### config.mk
export PLATFORM = sky130hd
export DESIGN_NAME = date_key_record_sorter
export DESIGN_NICKNAME = d
export VERILOG_FILES = /design/src/sv/dks_pkg.sv /design/src/sv/date_key_record_sorter.sv /design/src/sv/dks_cell_mem.sv
export SDC_FILE = /design/constraint.sdc
export NUM_CORES = 2
export LEC_CHECK = 0
export ABC_CLOCK_PERIOD_IN_PS = 12030
export BUFFER_PORTS_ARGS = -buffer_cell sky130_fd_sc_hd__buf_2
export CAP_MARGIN = 20
export CORE_MARGIN = 8
export CORE_UTILIZATION = 40
export CTS_CLUSTER_DIAMETER = 150
export DETAILED_ROUTE_END_ITERATION = 8
export PLACE_DENSITY = 0.55
export SLEW_MARGIN = 20
export SYNTH_ARGS = -nofsm -noshare
export SYNTH_HDL_FRONTEND = slang
export SYNTH_SLANG_ARGS = --single-unit
### constraint.sdc
create_clock -name clk -period 12.03 [get_ports clk]
set_clock_uncertainty 0.2 [all_clocks]
set_input_delay 2.406 -clock clk [delete_from_list [all_inputs] [get_ports clk]]
set_output_delay 2.406 -clock clk [all_outputs]
set_load 0.1 [all_outputs]
### src/sv/dks_pkg.sv
// ----------------------------------------------------------------------------
// dks_pkg: shared types for the date key record sorter
// Record layout kept in the cell memory and the widths of its fields.
// ----------------------------------------------------------------------------
package dks_pkg;

  localparam int unsigned NUM_W   = 7;
  localparam int unsigned YEAR_W  = 14;
  localparam int unsigned MONTH_W = 4;
  localparam int unsigned DAY_W   = 5;
  localparam int unsigned KEY_W   = YEAR_W + MONTH_W + DAY_W;

  // one stored record: arrival number followed by the composite date key
  typedef struct packed {
    logic [NUM_W-1:0]   num;
    logic [YEAR_W-1:0]  year;
    logic [MONTH_W-1:0] month;
    logic [DAY_W-1:0]   day;
  } rec_t;

  localparam int unsigned REC_W = $bits(rec_t);

  // date key used for ordering: year, then month, then day
  function automatic logic [KEY_W-1:0] rec_key(input rec_t r);
    return {r.year, r.month, r.day};
  endfunction

endpackage

### src/sv/date_key_record_sorter.sv
// Insertion: an empty set takes the word straight into the first cell and a full
//   set drops it; else stored records with later dates move up one cell (one memory read a cycle).
// Output: each sorted word passes the memory read, then the output register,
//   and is held while the receiver stalls; the set empties after the last word.
// Synchronous active-low reset clears the record count and the sequencer;
//   the cell memory is not cleared, only cells below the count are read.
// ----------------------------------------------------------------------------
// date_key_record_sorter: stable insertion sort of records by date
// Keeps records sorted in a cell memory and emits them on the last word.
// ----------------------------------------------------------------------------
module date_key_record_sorter
  import dks_pkg::*;
#(
  parameter int unsigned MAX_RECORDS = 64
) (
  input  logic               clk,
  input  logic               rst_n,
  input  logic               in_valid,
  output logic               in_stall,
  input  logic [YEAR_W-1:0]  in_birth_year,
  input  logic [MONTH_W-1:0] in_birth_month,
  input  logic [DAY_W-1:0]   in_birth_day,
  input  logic               in_last_item,
  output logic               out_valid,
  input  logic               out_stall,
  output logic [NUM_W-1:0]   out_arrival_number,
  output logic [YEAR_W-1:0]  out_year,
  output logic [MONTH_W-1:0] out_month,
  output logic [DAY_W-1:0]   out_day,
  output logic               out_end_of_list
);

  localparam int unsigned AW = (MAX_RECORDS > 1) ? $clog2(MAX_RECORDS) : 1;
  localparam int unsigned CW = $clog2(MAX_RECORDS + 1);

  typedef enum logic [2:0] {
    ST_IDLE,
    ST_SHIFT,
    ST_PLACE,
    ST_WAIT,
    ST_OUT
  } state_t;

  state_t          state_r, state_nxt;
  logic [CW-1:0]   count_r, count_nxt;
  logic [CW-1:0]   pos_r, pos_nxt;
  logic [CW-1:0]   idx_r, idx_nxt;
  rec_t            new_r, new_nxt;
  logic            last_r, last_nxt;
  rec_t            out_rec_r, out_rec_nxt;
  logic            out_eol_r, out_eol_nxt;
  logic            out_valid_r, out_valid_nxt;

  logic            wr_en;
  logic [AW-1:0]   wr_addr;
  rec_t            wr_data;
  logic [AW-1:0]   rd_addr;
  rec_t            rd_data;

  logic [CW:0]     cnt_inc;
  logic [CW-1:0]   count_m1;
  logic [CW-1:0]   pos_m1;
  logic [CW-1:0]   pos_m2;
  logic [CW-1:0]   idx_p1;
  rec_t            in_rec;

  assign cnt_inc  = {1'b0, count_r} + 1'b1;
  assign count_m1 = count_r - 1'b1;
  assign pos_m1   = pos_r - 1'b1;
  assign pos_m2   = pos_r - CW'(2);
  assign idx_p1   = idx_r + 1'b1;

  // pack the incoming word with its arrival number
  always_comb begin
    in_rec.num   = NUM_W'(cnt_inc);
    in_rec.year  = in_birth_year;
    in_rec.month = in_birth_month;
    in_rec.day   = in_birth_day;
  end

  dks_cell_mem #(
    .DEPTH (MAX_RECORDS),
    .AW    (AW)
  ) u_cell_mem (
    .clk     (clk),
    .wr_en   (wr_en),
    .wr_addr (wr_addr),
    .wr_data (wr_data),
    .rd_addr (rd_addr),
    .rd_data (rd_data)
  );

  // sequence insertion shifts and the sorted readout
  always_comb begin
    state_nxt     = state_r;
    count_nxt     = count_r;
    pos_nxt       = pos_r;
    idx_nxt       = idx_r;
    new_nxt       = new_r;
    last_nxt      = last_r;
    out_rec_nxt   = out_rec_r;
    out_eol_nxt   = out_eol_r;
    out_valid_nxt = out_valid_r;
    wr_en         = 1'b0;
    wr_addr       = pos_r[AW-1:0];
    wr_data       = new_r;
    rd_addr       = '0;

    unique case (state_r)
      ST_IDLE: begin
        if (in_valid) begin
          new_nxt  = in_rec;
          last_nxt = in_last_item;
          idx_nxt  = '0;
          if (count_r == '0) begin
            // empty set: place directly in the first cell
            wr_en     = 1'b1;
            wr_addr   = '0;
            wr_data   = in_rec;
            count_nxt = CW'(1);
            if (in_last_item) begin
              state_nxt = ST_WAIT;
            end
          end else if (count_r < CW'(MAX_RECORDS)) begin
            // start the walk down from the top cell
            pos_nxt   = count_r;
            rd_addr   = count_m1[AW-1:0];
            state_nxt = ST_SHIFT;
          end else if (in_last_item) begin
            // full set: drop the word but still emit
            state_nxt = ST_WAIT;
          end
        end
      end

      ST_SHIFT: begin
        wr_en   = 1'b1;
        wr_addr = pos_r[AW-1:0];
        if (rec_key(rd_data) > rec_key(new_r)) begin
          // move the later record up one cell
          wr_data = rd_data;
          pos_nxt = pos_m1;
          if (pos_r == CW'(1)) begin
            state_nxt = ST_PLACE;
          end else begin
            rd_addr = pos_m2[AW-1:0];
          end
        end else begin
          wr_data   = new_r;
          count_nxt = cnt_inc[CW-1:0];
          state_nxt = last_r ? ST_WAIT : ST_IDLE;
        end
      end

      ST_PLACE: begin
        wr_en     = 1'b1;
        wr_addr   = '0;
        wr_data   = new_r;
        count_nxt = cnt_inc[CW-1:0];
        state_nxt = last_r ? ST_WAIT : ST_IDLE;
      end

      ST_WAIT: begin
        // capture the cell read at idx
        out_rec_nxt   = rd_data;
        out_eol_nxt   = (idx_p1 == count_r);
        out_valid_nxt = 1'b1;
        state_nxt     = ST_OUT;
      end

      ST_OUT: begin
        rd_addr = idx_p1[AW-1:0];
        if (!out_stall) begin
          out_valid_nxt = 1'b0;
          if (out_eol_r) begin
            count_nxt = '0;
            state_nxt = ST_IDLE;
          end else begin
            idx_nxt   = idx_p1;
            state_nxt = ST_WAIT;
          end
        end
      end

      default: begin
        state_nxt = ST_IDLE;
      end
    endcase

    if (state_r == ST_IDLE || state_r == ST_SHIFT || state_r == ST_PLACE) begin
      if (state_nxt == ST_WAIT) begin
        rd_addr = '0;
      end
    end
  end

  // hold state and registered outputs
  always_ff @(posedge clk) begin
    if (!rst_n) begin
      state_r     <= ST_IDLE;
      count_r     <= '0;
      out_valid_r <= 1'b0;
      last_r      <= 1'b0;
      idx_r       <= '0;
      pos_r       <= '0;
    end else begin
      state_r     <= state_nxt;
      count_r     <= count_nxt;
      out_valid_r <= out_valid_nxt;
      last_r      <= last_nxt;
      idx_r       <= idx_nxt;
      pos_r       <= pos_nxt;
    end
    new_r     <= new_nxt;
    out_rec_r <= out_rec_nxt;
    out_eol_r <= out_eol_nxt;
  end

  assign in_stall           = (state_r != ST_IDLE);
  assign out_valid          = out_valid_r;
  assign out_arrival_number = out_rec_r.num;
  assign out_year           = out_rec_r.year;
  assign out_month          = out_rec_r.month;
  assign out_day            = out_rec_r.day;
  assign out_end_of_list    = out_eol_r;

`ifndef NO_ASSERTIONS
  // count never exceeds the memory depth
  a_count_range: assert property (@(posedge clk) disable iff (!rst_n)
    count_r <= CW'(MAX_RECORDS))
    else $error("record count above depth");

  // no input word is taken while results are pending
  a_no_accept_on_out: assert property (@(posedge clk) disable iff (!rst_n)
    out_valid |-> in_stall)
    else $error("input open during readout");

  // the set is empty after the final word leaves
  a_empty_after_eol: assert property (@(posedge clk) disable iff (!rst_n)
    (out_valid && !out_stall && out_end_of_list) |=> (count_r == '0))
    else $error("set not emptied after last word");

  // output words only come from a nonempty set
  a_out_nonempty: assert property (@(posedge clk) disable iff (!rst_n)
    out_valid |-> (count_r != '0))
    else $error("output word from empty set");
`endif

endmodule

### src/sv/dks_cell_mem.sv
// ----------------------------------------------------------------------------
// dks_cell_mem: record cell memory
// One write port and one read port, read data registered.
// ----------------------------------------------------------------------------
module dks_cell_mem
  import dks_pkg::*;
#(
  parameter int unsigned DEPTH = 64,
  parameter int unsigned AW    = 6
) (
  input  logic          clk,
  input  logic          wr_en,
  input  logic [AW-1:0] wr_addr,
  input  rec_t          wr_data,
  input  logic [AW-1:0] rd_addr,
  output rec_t          rd_data
);

  rec_t mem [DEPTH];

  // write the cell
  always_ff @(posedge clk) begin
    if (wr_en) begin
      mem[wr_addr] <= wr_data;
    end
  end

  // register the read word; forward a write to the same cell in this cycle
  always_ff @(posedge clk) begin
    if (wr_en && (wr_addr == rd_addr)) begin
      rd_data <= wr_data;
    end else begin
      rd_data <= mem[rd_addr];
    end
  end

endmodule

==> flow_summary.json <==
{
  "rsz0062_at_grt": "no",
  "synthArstFlopShare_pct": 0,
  "switching_power_mw": 6.48,
  "io_pins": 61,
  "use_met2_pct": 31.5,
  "htreeDepth": 4,
  "worstHoldPathType": "flip-flop to flip-flop",
  "fmax_ghz": 0.121,
  "nets": 3851,
  "clock_path_buffers": 3,
  "synth_edf_count": 1981,
  "maxSlewHeadroom_pct": 21.4,
  "hold_start": "pos_r[6]",
  "drive_gt1_share_pct": 28.3,
  "drtIter0Drc": 4364,
  "drv_slew": 0,
  "grtUsageMet3_pct": 4.96,
  "synth_fp_nets": 3664,
  "netlist_top_cells_count": "edfxtp_1 (1981), mux4_2 (480), a22oi_1 (119), clkbuf_1 (118), nor2_1 (105)",
  "static-leakage-power_nw": 27.4,
  "cts_tree": "yes",
  "syn_to_final_growth_pct": 14.0,
  "ctsResizeCount": 0,
  "setup_viol": 0,
  "synthCells": 3606,
  "finalCritPeriodShare_pct": 68.8,
  "ir_drop_mv": 0.164,
  "rows": 162,
  "powerDensity_mw_per_mm2": 234,
  "postCtsSetupBuffers": 0,
  "clock_latency_ps": 830,
  "grt_max_degree": 127,
  "viasPerCell": 5.94,
  "vias": 38700,
  "yosysMostFrequentCell": "edfxtp_1",
  "synthTopCellsByArea": "edfxtp_1 (76%), mux4_2 (14%), a22oi_1 (1.1%)",
  "grt_remaining_overflow": 0,
  "multi_input_area_mm2": 0.0175,
  "place_area_mm2": 0.0824,
  "synth-seq-cells": 2013,
  "finalSetupTns_ps": 0,
  "synth_top_area_share_pct": 76.3,
  "hold_viol": 0,
  "cts_hold_buffers": 0,
  "tightestPinTransition_ps": 1180,
  "grt.total_usage_pct": 20.1,
  "ys_types": 57,
  "syn_avg_cell_area_um2": 21.6,
  "p_int_mw": 14.3,
  "syn_area_mm2": 0.0780,
  "wl_per_cell_um": 32.8,
  "synth_flop_cell": "edfxtp_1",
  "finalWeightedCongestion": 0.895,
  "dp_hpwl_um": 113000,
  "numPortBuffers": 60,
  "drtAntennaViolNets": 0,
  "crit_type": "flip-flop to flip-flop",
  "antenna_found_initial": 16,
  "netlist.top_cell.by_area": "edfxtp_1",
  "cts_num_sinks": 2013,
  "seqPwrFrac_pct": 44.8,
  "cts.clk_slew.worst_paths_ps": 60,
  "grt_pass1_wl_um": 300000,
  "ff_latch_area_mm2": 0.0601,
  "worst_ep_arrival_time_ps": 8640,
  "timing.final.crit_period_ps": 8280,
  "drt_drc_violations_left": 0,
  "clock-root-buffer": "clkbuf_16",
  "ys_seq_area_share_pct": 77.1,
  "comb_power_share_pct": 25.5,
  "drt_wl_total_um": 214000,
  "cp.required_ps": 12390,
  "die_y_um": 458,
  "die_area_mm2": 0.209,
  "core-area_mm2": 0.194,
  "drv_cap": 0,
  "die_x_um": 458,
  "finalInstanceArea_mm2": 0.0889,
  "nFillCells": 16100,
  "startpoint_type": "flip-flop",
  "status": "finished clean",
  "initial_core_util_pct": 40.1,
  "drtPass1Iterations": 6,
  "ys_warn_count": 0,
  "end_kind": "flip-flop",
  "use_met1_pct": 27.6,
  "busiest_layer": "met2",
  "path_max_fanout": 75,
  "hold_ws_ps": 290,
  "switching_share_pct": 31.1,
  "grt_pass1_vias": 38900,
  "clock_power_share_pct": 29.7,
  "numCtsBuffers": 196
}
## flip-flops by register name (all words and copies together) (netlist names), 3 cells and up, named ones only
register,count
count_r,7
idx_r,7
new_r,30
out_arrival_number,7
out_day,5
out_month,4
out_year,14
pos_r,7
state_r,3
u_cell_mem.mem,1920
## layout make-up
class                   count  share of cell area, %
diodes                      7                 0.0197
inverters                  37                  0.156
clock inverters           124                   1.43
well taps                2542                   3.58
flip-flops and latches   2013                   67.6
multi-input cells        1343                   19.7
clock buffers             241                   5.84
repair buffers            202                   1.67
## cells in the final DEF, fill, tap and decap left out, drive strengths merged, types with 9 or more instances in the layout
cell	instances
nand2	89
o21ai	50
ha	30
a22oi	140
edfxtp	1981
o22ai	31
inv	45
dfxtp	32
mux4	480
buf	202
bufinv	24
clkinv	86
a21oi	87
a22o	59
nand3	26
nor3	15
and3	25
a31oi	9
nor2	105
xnor2	9
a221oi	60
xor2	15
and2	10
a211o	30
clkbuf	241
## worst paths after layout
kind / slack [ps] / cells past startpoint / end
setup reg to reg: 3750 / 17 / u_cell_mem.mem[18][17]
setup / recovery: 3750 / 17 / u_cell_mem.mem[18][17]
hold reg to reg: 290 / 2 / pos_r[6]
hold / removal: 290 / 2 / pos_r[6]
## worst max-delay path, cell delays in order, from the launching register on
cell and delay, ps:
dfxtp_4 770, buf_12 470, buf_4 740, mux4_2 590, a22o_1 250, a221oi_1 250
o22ai_1 240, a211o_1 390, ha_1 310, nand4_1 190, nor4_1 560, o31ai_1 200
a31oi_1 500, and2_2 370, buf_4 550, a22oi_2 200, o21ai_4 440, buf_4 530
## power groups by stage
stage	Combinational [mW]	Clock, mW	Sequential, mW
detailed placement	5.32	0	9.48
floorplan	3.04	0	9.53
CTS	5.33	6.31	9.34
finish	5.31	6.19	9.33
global placement	5.25	0	9.48
global route	5.64	6.57	9.35
## layer usage
layer	share of wire [%]	vias up
li1	-	15700
met1	41	21100
met2	47	1529
met3	8.7	280
met4	3.4	2
met5	0.0061	-
## metrics by stage
stage | utilization (%) | cells | total power, mW | worst slack, ps
finish | 45.7 | 6509 | 20.8 | 3750
global route | 45.7 | 6503 | 21.6 | 3300
CTS | 45.7 | 6500 | 21.0 | 3700
detailed placement | 42.4 | 6135 | 14.8 | 3690
global placement | 42.4 | 6135 | 14.7 | 3930
floorplan | - | 3606 | 12.6 | 5820
## kinds of logic (layout without fill, tap and decap cells)
family / Yosys count / in the layout / share of synthesized area, %
other: 0 / 7 / 0
muxes: 487 / 487 / 14.0
and+or+nand+nor: 306 / 306 / 1.78
buffers and inverters: 250 / 604 / 1.53
xor gates and xnor gates: 24 / 24 / 0.270
AOI/OAI and AO/OA: 496 / 496 / 4.87
DFF: 2013 / 2013 / 77.1
adders and majority gates: 30 / 30 / 0.481
(Power assumes the default switching activity.)
